`config.mk`:
```
export PLATFORM = sky130hd
export DESIGN_NAME = ali_ctrl
export DESIGN_NICKNAME = d
export VERILOG_FILES = /design/src/rtl/assert_macros.svh /design/src/rtl/ali_pkg.sv /design/src/rtl/ali_ctrl.sv
export SDC_FILE = /design/constraint.sdc
export NUM_CORES = 1
export LEC_CHECK = 0
export BUFFER_PORTS_ARGS = -buffer_cell sky130_fd_sc_hd__buf_4
export CAP_MARGIN = 15
export CORE_MARGIN = 3
export CORE_UTILIZATION = 50
export DETAILED_ROUTE_END_ITERATION = 16
export GPL_ROUTABILITY_DRIVEN = 0
export GPL_TIMING_DRIVEN = 1
export PLACE_DENSITY = 0.8
export SLEW_MARGIN = 20
export SYNTH_ARGS = -nofsm -noshare
export SYNTH_HDL_FRONTEND = slang
export SYNTH_SLANG_ARGS = --single-unit
```
`constraint.sdc`:
```
create_clock -name aclk -period 4.5 [get_ports aclk]
set_input_delay 0.225 -clock aclk [delete_from_list [all_inputs] [get_ports aclk]]
set_output_delay 0.225 -clock aclk [all_outputs]
set_load 0.05 [all_outputs]
```
`src/rtl/assert_macros.svh`:
```
// ----------------------------------------------------------------------------
// assert_macros.svh
// shared concurrent assertion macros for the rtl
// ----------------------------------------------------------------------------
`ifndef ASSERT_MACROS_SVH
`define ASSERT_MACROS_SVH

// same-cycle implication, disabled while reset is asserted (active low)
`define ASSERT_IMPL(lbl, clk, rstn, ante, cons) \
    lbl: assert property (@(posedge clk) disable iff (!(rstn)) (ante) |-> (cons)) \
        else $error("same-cycle implication failed");

// next-cycle implication, disabled while reset is asserted (active low)
`define ASSERT_NEXT(lbl, clk, rstn, ante, cons) \
    lbl: assert property (@(posedge clk) disable iff (!(rstn)) (ante) |=> (cons)) \
        else $error("next-cycle implication failed");

`endif

```
`src/rtl/ali_pkg.sv`:
```
// ----------------------------------------------------------------------------
// ali_pkg
// types, constants and control structs of the ordered list block
// ----------------------------------------------------------------------------
package ali_pkg;

    // store geometry
    localparam int CAPACITY = 1024;
    localparam int ADDR_W   = $clog2(CAPACITY);
    localparam int LEN_W    = $clog2(CAPACITY + 1);

    // fixed field widths
    localparam int CMD_W    = 3;
    localparam int POS_W    = 10;
    localparam int DATA_W   = 32;
    localparam int ST_W     = 2;
    localparam int START_W  = 11;

    // command codes
    typedef enum logic [CMD_W-1:0] {
        CMD_READ    = 3'd0,
        CMD_INSERT  = 3'd1,
        CMD_DELETE  = 3'd2,
        CMD_WRITE   = 3'd3,
        CMD_MAXIMUM = 3'd4,
        CMD_RESTART = 3'd5
    } cmd_t;

    // result status codes
    typedef enum logic [ST_W-1:0] {
        ST_OK    = 2'd0,
        ST_RANGE = 2'd1,
        ST_FULL  = 2'd2,
        ST_EMPTY = 2'd3
    } status_t;

    // channel payloads
    typedef struct packed {
        logic [CMD_W-1:0]         command;
        logic [POS_W-1:0]         position;
        logic signed [DATA_W-1:0] data_in;
    } in_item_t;

    typedef struct packed {
        logic [ST_W-1:0]          status;
        logic signed [DATA_W-1:0] data_out;
        logic [START_W-1:0]       current_length;
    } out_item_t;

    // datapath selectors
    typedef enum logic [2:0] {
        WA_IDX, WA_IDX_D_P1, WA_IDX_D_M1, WA_POS, WA_LAST
    } waddr_sel_t;

    typedef enum logic [1:0] {
        WD_ZERO, WD_DIN, WD_RDATA
    } wdata_sel_t;

    typedef enum logic [2:0] {
        IDX_HOLD, IDX_LOAD_POS, IDX_LOAD_POS_P1, IDX_LOAD_LAST, IDX_LOAD_ZERO,
        IDX_INC, IDX_DEC
    } idx_op_t;

    typedef enum logic [1:0] {
        LEN_HOLD, LEN_INC, LEN_DEC, LEN_START
    } len_op_t;

    typedef enum logic [1:0] {
        OUT_ZERO, OUT_RDATA, OUT_DIN, OUT_MAX
    } out_sel_t;

    // controller to datapath
    typedef struct packed {
        logic       capture;
        logic       rd_en;
        logic       mem_we;
        waddr_sel_t waddr_sel;
        wdata_sel_t wdata_sel;
        idx_op_t    idx_op;
        len_op_t    len_op;
        logic       max_clr;
        logic       max_upd;
        logic       out_load;
        out_sel_t   out_sel;
        status_t    out_status;
    } dp_cmd_t;

    // datapath to controller
    typedef struct packed {
        logic [CMD_W-1:0] command;
        logic             pos_ge_len;
        logic             pos_gt_len;
        logic             pos_p1_eq_len;
        logic             len_zero;
        logic             len_full;
        logic             idx_eq_pos;
        logic             idx_eq_last;
        logic             idx_eq_top;
        logic             rd_valid;
    } dp_stat_t;

endpackage

```
`src/rtl/ali_ctrl.sv`:
```
// ----------------------------------------------------------------------------
// ali_ctrl
// command sequencer: decode, shift walks, maximum scan and clearing sweeps
// ----------------------------------------------------------------------------
module ali_ctrl (
    input  logic              aclk,
    input  logic              aresetn,
    input  logic              s_valid,
    output logic              s_ready,
    output logic              m_valid,
    input  logic              m_ready,
    input  ali_pkg::dp_stat_t stat,
    output ali_pkg::dp_cmd_t  cmd
);

    typedef enum logic [3:0] {
        S_INIT, S_IDLE, S_DECODE, S_READ,
        S_INS_SHIFT, S_INS_LAST, S_INS_PUT,
        S_DEL_SHIFT, S_DEL_LAST, S_DEL_CLEAR,
        S_MAX_SCAN, S_MAX_LAST, S_CLEAR, S_RESULT
    } state_t;

    state_t             state_reg, state_next;
    logic               m_valid_reg, m_valid_next;
    ali_pkg::status_t   status_reg, status_next;
    ali_pkg::out_sel_t  sel_reg, sel_next;

    assign s_ready = (state_reg == S_IDLE);
    assign m_valid = m_valid_reg;

    // next state and datapath commands
    always_comb begin
        state_next   = state_reg;
        status_next  = status_reg;
        sel_next     = sel_reg;
        m_valid_next = m_valid_reg && !m_ready;

        cmd            = '0;
        cmd.waddr_sel  = ali_pkg::WA_IDX;
        cmd.wdata_sel  = ali_pkg::WD_ZERO;
        cmd.idx_op     = ali_pkg::IDX_HOLD;
        cmd.len_op     = ali_pkg::LEN_HOLD;
        cmd.out_sel    = sel_reg;
        cmd.out_status = status_reg;

        case (state_reg)
            // zero the whole store after reset
            S_INIT: begin
                cmd.mem_we = 1'b1;
                if (stat.idx_eq_top) begin
                    cmd.idx_op = ali_pkg::IDX_LOAD_ZERO;
                    state_next = S_IDLE;
                end else begin
                    cmd.idx_op = ali_pkg::IDX_INC;
                end
            end
            S_IDLE: begin
                if (s_valid) begin
                    cmd.capture = 1'b1;
                    state_next  = S_DECODE;
                end
            end
            // range checks and first step of every command
            S_DECODE: begin
                status_next = ali_pkg::ST_OK;
                sel_next    = ali_pkg::OUT_ZERO;
                state_next  = S_RESULT;
                case (stat.command)
                    ali_pkg::CMD_READ: begin
                        if (stat.pos_ge_len) begin
                            status_next = ali_pkg::ST_RANGE;
                        end else begin
                            cmd.idx_op = ali_pkg::IDX_LOAD_POS;
                            sel_next   = ali_pkg::OUT_RDATA;
                            state_next = S_READ;
                        end
                    end
                    ali_pkg::CMD_INSERT: begin
                        if (stat.len_full) begin
                            status_next = ali_pkg::ST_FULL;
                        end else if (stat.pos_gt_len) begin
                            status_next = ali_pkg::ST_RANGE;
                        end else if (!stat.pos_ge_len) begin
                            cmd.idx_op = ali_pkg::IDX_LOAD_LAST;
                            state_next = S_INS_SHIFT;
                        end else begin
                            // append at the end
                            cmd.mem_we    = 1'b1;
                            cmd.waddr_sel = ali_pkg::WA_POS;
                            cmd.wdata_sel = ali_pkg::WD_DIN;
                            cmd.len_op    = ali_pkg::LEN_INC;
                        end
                    end
                    ali_pkg::CMD_DELETE: begin
                        if (stat.len_zero) begin
                            status_next = ali_pkg::ST_EMPTY;
                        end else if (stat.pos_ge_len) begin
                            status_next = ali_pkg::ST_RANGE;
                        end else if (stat.pos_p1_eq_len) begin
                            state_next = S_DEL_CLEAR;
                        end else begin
                            cmd.idx_op = ali_pkg::IDX_LOAD_POS_P1;
                            state_next = S_DEL_SHIFT;
                        end
                    end
                    ali_pkg::CMD_WRITE: begin
                        if (stat.pos_ge_len) begin
                            status_next = ali_pkg::ST_RANGE;
                        end else begin
                            cmd.mem_we    = 1'b1;
                            cmd.waddr_sel = ali_pkg::WA_POS;
                            cmd.wdata_sel = ali_pkg::WD_DIN;
                            sel_next      = ali_pkg::OUT_DIN;
                        end
                    end
                    ali_pkg::CMD_MAXIMUM: begin
                        if (stat.len_zero) begin
                            status_next = ali_pkg::ST_EMPTY;
                        end else begin
                            cmd.idx_op  = ali_pkg::IDX_LOAD_ZERO;
                            cmd.max_clr = 1'b1;
                            sel_next    = ali_pkg::OUT_MAX;
                            state_next  = S_MAX_SCAN;
                        end
                    end
                    ali_pkg::CMD_RESTART: begin
                        cmd.idx_op = ali_pkg::IDX_LOAD_ZERO;
                        state_next = S_CLEAR;
                    end
                    default: begin
                        state_next = S_RESULT;
                    end
                endcase
            end
            S_READ: begin
                cmd.rd_en  = 1'b1;
                state_next = S_RESULT;
            end
            // insert: walk down from the last entry, moving each one up
            S_INS_SHIFT: begin
                cmd.rd_en     = 1'b1;
                cmd.mem_we    = stat.rd_valid;
                cmd.waddr_sel = ali_pkg::WA_IDX_D_P1;
                cmd.wdata_sel = ali_pkg::WD_RDATA;
                if (stat.idx_eq_pos) begin
                    state_next = S_INS_LAST;
                end else begin
                    cmd.idx_op = ali_pkg::IDX_DEC;
                end
            end
            S_INS_LAST: begin
                cmd.mem_we    = 1'b1;
                cmd.waddr_sel = ali_pkg::WA_IDX_D_P1;
                cmd.wdata_sel = ali_pkg::WD_RDATA;
                state_next    = S_INS_PUT;
            end
            S_INS_PUT: begin
                cmd.mem_we    = 1'b1;
                cmd.waddr_sel = ali_pkg::WA_POS;
                cmd.wdata_sel = ali_pkg::WD_DIN;
                cmd.len_op    = ali_pkg::LEN_INC;
                state_next    = S_RESULT;
            end
            // delete: walk up from the slot after the position, moving each one down
            S_DEL_SHIFT: begin
                cmd.rd_en     = 1'b1;
                cmd.mem_we    = stat.rd_valid;
                cmd.waddr_sel = ali_pkg::WA_IDX_D_M1;
                cmd.wdata_sel = ali_pkg::WD_RDATA;
                if (stat.idx_eq_last) begin
                    state_next = S_DEL_LAST;
                end else begin
                    cmd.idx_op = ali_pkg::IDX_INC;
                end
            end
            S_DEL_LAST: begin
                cmd.mem_we    = 1'b1;
                cmd.waddr_sel = ali_pkg::WA_IDX_D_M1;
                cmd.wdata_sel = ali_pkg::WD_RDATA;
                state_next    = S_DEL_CLEAR;
            end
            S_DEL_CLEAR: begin
                cmd.mem_we    = 1'b1;
                cmd.waddr_sel = ali_pkg::WA_LAST;
                cmd.wdata_sel = ali_pkg::WD_ZERO;
                cmd.len_op    = ali_pkg::LEN_DEC;
                state_next    = S_RESULT;
            end
            // maximum: one entry read and compared per cycle
            S_MAX_SCAN: begin
                cmd.rd_en   = 1'b1;
                cmd.max_upd = stat.rd_valid;
                if (stat.idx_eq_last) begin
                    state_next = S_MAX_LAST;
                end else begin
                    cmd.idx_op = ali_pkg::IDX_INC;
                end
            end
            S_MAX_LAST: begin
                cmd.max_upd = 1'b1;
                state_next  = S_RESULT;
            end
            // restart: zero the store, then load the start length
            S_CLEAR: begin
                cmd.mem_we = 1'b1;
                if (stat.idx_eq_top) begin
                    cmd.len_op = ali_pkg::LEN_START;
                    state_next = S_RESULT;
                end else begin
                    cmd.idx_op = ali_pkg::IDX_INC;
                end
            end
            // hand the result to the output register once it is free
            S_RESULT: begin
                if (!m_valid_reg || m_ready) begin
                    cmd.out_load = 1'b1;
                    m_valid_next = 1'b1;
                    state_next   = S_IDLE;
                end
            end
            default: begin
                state_next = S_IDLE;
            end
        endcase
    end

    // state and registered outputs
    always_ff @(posedge aclk) begin
        if (!aresetn) begin
            state_reg   <= S_INIT;
            m_valid_reg <= 1'b0;
            status_reg  <= ali_pkg::ST_OK;
            sel_reg     <= ali_pkg::OUT_ZERO;
        end else begin
            state_reg   <= state_next;
            m_valid_reg <= m_valid_next;
            status_reg  <= status_next;
            sel_reg     <= sel_next;
        end
    end

endmodule

```
==> run_summary.xml <==
<?xml version="1.0" encoding="UTF-8"?>
<metrics>
  <group name="finish">
    <metric name="filler_free_cell_count_of_the_finished_design" unit="">214</metric>
    <metric name="layout-drive-gt1-share" unit="%">25.7</metric>
    <metric name="antenna_diode_instance_count" unit="">0</metric>
    <metric name="finalNetCount" unit="">204</metric>
    <metric name="finish.utilization" unit="%">67.6</metric>
    <metric name="largest_register_ffs" unit="">4</metric>
    <metric name="area_delta_synth_final" unit="%">24.7</metric>
    <metric name="filler_cell_count" unit="">183</metric>
  </group>
  <group name="floorplanning">
    <metric name="placementRows" unit="">16</metric>
    <metric name="die_area" unit="mm^2">0.00279</metric>
    <metric name="io_pins" unit="">38</metric>
    <metric name="chipWidth" unit="um">52.8</metric>
    <metric name="initial_core_util" unit="%">54.2</metric>
    <metric name="core-area" unit="mm^2">0.00202</metric>
    <metric name="chipHeight" unit="um">52.8</metric>
  </group>
  <group name="place">
    <metric name="preCtsSetupSlack" unit="ps">2520</metric>
    <metric name="numPlacedInstances" unit="">210</metric>
    <metric name="port-buffer-count" unit="">37</metric>
    <metric name="detailedPlacementHpwl" unit="um">2470</metric>
  </group>
  <group name="timing">
    <metric name="timing_worst_slew_pin_value" unit="ps">766</metric>
    <metric name="final-setup-viol-count" unit="">0</metric>
    <metric name="final.period_utilization" unit="%">51.4</metric>
    <metric name="final.min_clock_period" unit="ps">2320</metric>
    <metric name="final-max-slew-violation-count" unit="">0</metric>
    <metric name="final_hold_fails" unit="">0</metric>
    <metric name="post_route_setup_slack" unit="ps">2180</metric>
    <metric name="worst_hold_slack" unit="ps">258</metric>
    <metric name="slew_headroom" unit="%">48.9</metric>
    <metric name="finClkSkew" unit="ps">7.86</metric>
    <metric name="top_achievable_clock_speed" unit="MHz">432</metric>
    <metric name="grt_setup_unrepaired" unit="">no</metric>
    <metric name="setup-tns-final" unit="ps">0</metric>
  </group>
  <group name="synthesis">
    <metric name="synth_flop_cell" unit="">sky130_fd_sc_hd__dfxtp_1</metric>
    <metric name="postSynthNetCount" unit="">176</metric>
    <metric name="synth-seq-cells" unit="">9</metric>
    <metric name="yosysWarningCount" unit="">0</metric>
    <metric name="yosys-top-cells-count" unit="">17 x sky130_fd_sc_hd__a21oi_1, 15 x sky130_fd_sc_hd__nand2_1, 14 x sky130_fd_sc_hd__nor2_1</metric>
    <metric name="synthesis.instances" unit="">160</metric>
    <metric name="yosysMostFrequentCell" unit="">sky130_fd_sc_hd__a21oi_1</metric>
    <metric name="number_of_enable_type_register_cells_in_the_synthesized_netlist" unit="">0</metric>
    <metric name="netlist.top_cell.by_area" unit="">sky130_fd_sc_hd__dfxtp_1</metric>
    <metric name="yosys.cell_types.count" unit="">55</metric>
    <metric name="synth-async-reset-ratio" unit="%">0</metric>
    <metric name="synth-seq-area-share" unit="%">16.4</metric>
    <metric name="avgSynthCellArea" unit="um^2">6.85</metric>
    <metric name="netlist_top_cells_area" unit="">sky130_fd_sc_hd__dfxtp_1 16%, sky130_fd_sc_hd__a21oi_1 7.8%, sky130_fd_sc_hd__o21ai_0 5.5%</metric>
    <metric name="yosys.area.top_type_share" unit="%">16.4</metric>
    <metric name="synthesis.area" unit="mm^2">0.00110</metric>
  </group>
  <group name="pwr">
    <metric name="p_leak" unit="nW">0.525</metric>
    <metric name="power_per_cell_area" unit="mW/mm^2">562</metric>
    <metric name="irDropWorstVdd" unit="V">0.000366</metric>
  </group>
  <group name="setup_path">
    <metric name="worst_setup_path_start_kind" unit="">flip-flop</metric>
    <metric name="timing.reg2reg.worst_path_depth" unit="">4</metric>
    <metric name="endpoint" unit="">cmd[11]</metric>
    <metric name="crit_path_end_kind" unit="">primary output</metric>
    <metric name="crit_path_max_fanout" unit="">18</metric>
    <metric name="reg2reg_setup_slack" unit="ps">2580</metric>
    <metric name="worstPathArrival" unit="ps">2090</metric>
    <metric name="cp-startpoint" unit="">state_reg[1]</metric>
    <metric name="r2r_end" unit="">state_reg[2]</metric>
    <metric name="cp.required" unit="ps">4280</metric>
    <metric name="timing_worst_setup_path_type" unit="">flip-flop to primary output</metric>
    <metric name="beginning_of_the_worst_register_to_register_path" unit="">state_reg[0]</metric>
  </group>
  <group name="grt">
    <metric name="global_route.usage.met3" unit="%">3.42</metric>
    <metric name="peak_usage_layer_in_the_global_routing_report" unit="">met2</metric>
    <metric name="grt_util_all_layers" unit="%">24.9</metric>
    <metric name="grt_remaining_overflow" unit="">0</metric>
    <metric name="grt_util_met2" unit="%">40.9</metric>
    <metric name="antenna_found_initial" unit="">0</metric>
    <metric name="grt_start_max_net_pins" unit="">24</metric>
    <metric name="grt_util_met1" unit="%">34.9</metric>
    <metric name="grt_first_pass_wirelength" unit="um">5370</metric>
    <metric name="grt_pass1_vias" unit="">1165</metric>
  </group>
  <group name="clock_tree">
    <metric name="clk_pin_slew" unit="ps">60</metric>
    <metric name="post_cts_buffers" unit="">0</metric>
    <metric name="ctsHoldBuffers" unit="">0</metric>
    <metric name="h-tree-depth" unit="">1</metric>
    <metric name="ctsLongestPathBuffers" unit="">2</metric>
    <metric name="worst_skew_pair.late_latency" unit="ps">260</metric>
    <metric name="cts_root_buffer" unit="">sky130_fd_sc_hd__clkbuf_4</metric>
    <metric name="cts_tree" unit="">yes</metric>
    <metric name="postCtsResizedCells" unit="">0</metric>
    <metric name="cts_inserted_buffers" unit="">3</metric>
    <metric name="cts_num_sinks" unit="">9</metric>
  </group>
  <group name="drt">
    <metric name="detail_route.wl_per_cell" unit="um">15.3</metric>
    <metric name="drtPass1Iterations" unit="">4</metric>
    <metric name="detail_route.drc_violations" unit="">0</metric>
    <metric name="postRouteWirelength" unit="um">3270</metric>
    <metric name="vias_per_cell" unit="">6.32</metric>
    <metric name="drt_iter0_drc" unit="">68</metric>
    <metric name="number_of_antenna_violating_nets_in_the_routed_design" unit="">0</metric>
    <metric name="routed_via_count" unit="">1353</metric>
  </group>
  <group name="run">
    <metric name="maxCapViolCount" unit="">0</metric>
  </group>
  <group name="status">
    <metric name="run_status" unit="">completed</metric>
  </group>
  <group name="hold_path">
    <metric name="worst_hold_path_type" unit="">input pin to flip-flop</metric>
  </group>
</metrics>
==> layout by cell type, fill, tap and decap left out, drive strengths merged, types with 3 or more instances in the layout <==
cell,Yosys,final
inv,6,6
nor4b,4,4
nor2,14,14
dfxtp,9,9
o2111ai,3,3
or3b,3,3
nor2b,6,6
and2,3,3
a21oi,17,17
buf,4,37
nand2,15,15
nand2b,6,6
nand3,3,3
o21ai,16,16
clkbuf,10,4
a211oi,3,3
==> metal layers <==
layer	routed length, um	vias to the layer above
met4	20	0
met5	0	-
met2	1590	58
met1	1410	637
li1	-	656
met3	245	2
==> stage by stage <==
stage / power (mW) / cell area (um^2)
after floorplan: 0.567 / 1100
after global placement: 0.689 / 1340
after detailed placement: 0.701 / 1340
after CTS: 0.767 / 1370
after global routing: 0.816 / 1370
final: 0.768 / 1370
==> cell type report <==
cell class	count	area, um^2	area share (%)
Inverter	6	22.5	1.65
Tap cell	27	33.8	2.47
Sequential cell	9	180	13.2
Multi-Input combinational cell	131	826	60.4
Clock buffer	4	26.3	1.92
Timing Repair Buffer	37	278	20.3
==> where the power goes <==
part / switching (mW) / leakage (nW) / total, mW / internal (mW)
sequential: 0.0690 / 0.0733 / 0.167 / 0.0981
clock: 0.0286 / 0.0150 / 0.0627 / 0.0342
combinational: 0.359 / 0.437 / 0.538 / 0.179
total: 0.456 / 0.525 / 0.768 / 0.311
==> how the worst min path moves through the flow <==
stage | slack, ps | end | startpoint | cells past startpoint
after global routing | 250 | sel_reg[1] | aresetn | 3
after floorplan | 360 | sel_reg[1] | aresetn | 2
final | 260 | sel_reg[1] | aresetn | 3
after CTS | 240 | sel_reg[1] | aresetn | 3
after global placement | 440 | sel_reg[0] | sel_reg[0] | 2
after detailed placement | 450 | sel_reg[0] | sel_reg[0] | 2
==> cells by family after synthesis <==
| logic type | synth area share, % |
|---|---|
| buf+inv | 8.22 |
| flops | 16.4 |
| simple gates | 35.5 |
| compound gates | 38.0 |
| mux | 1.83 |
==> critical path: stages, from the launching register on <==
cell                       delay [ps]
sky130_fd_sc_hd__dfxtp_1          680
sky130_fd_sc_hd__nor4b_4          500
sky130_fd_sc_hd__nand2_1          160
sky130_fd_sc_hd__o221ai_1         240
sky130_fd_sc_hd__buf_4            240
(Power assumes the default switching activity.)
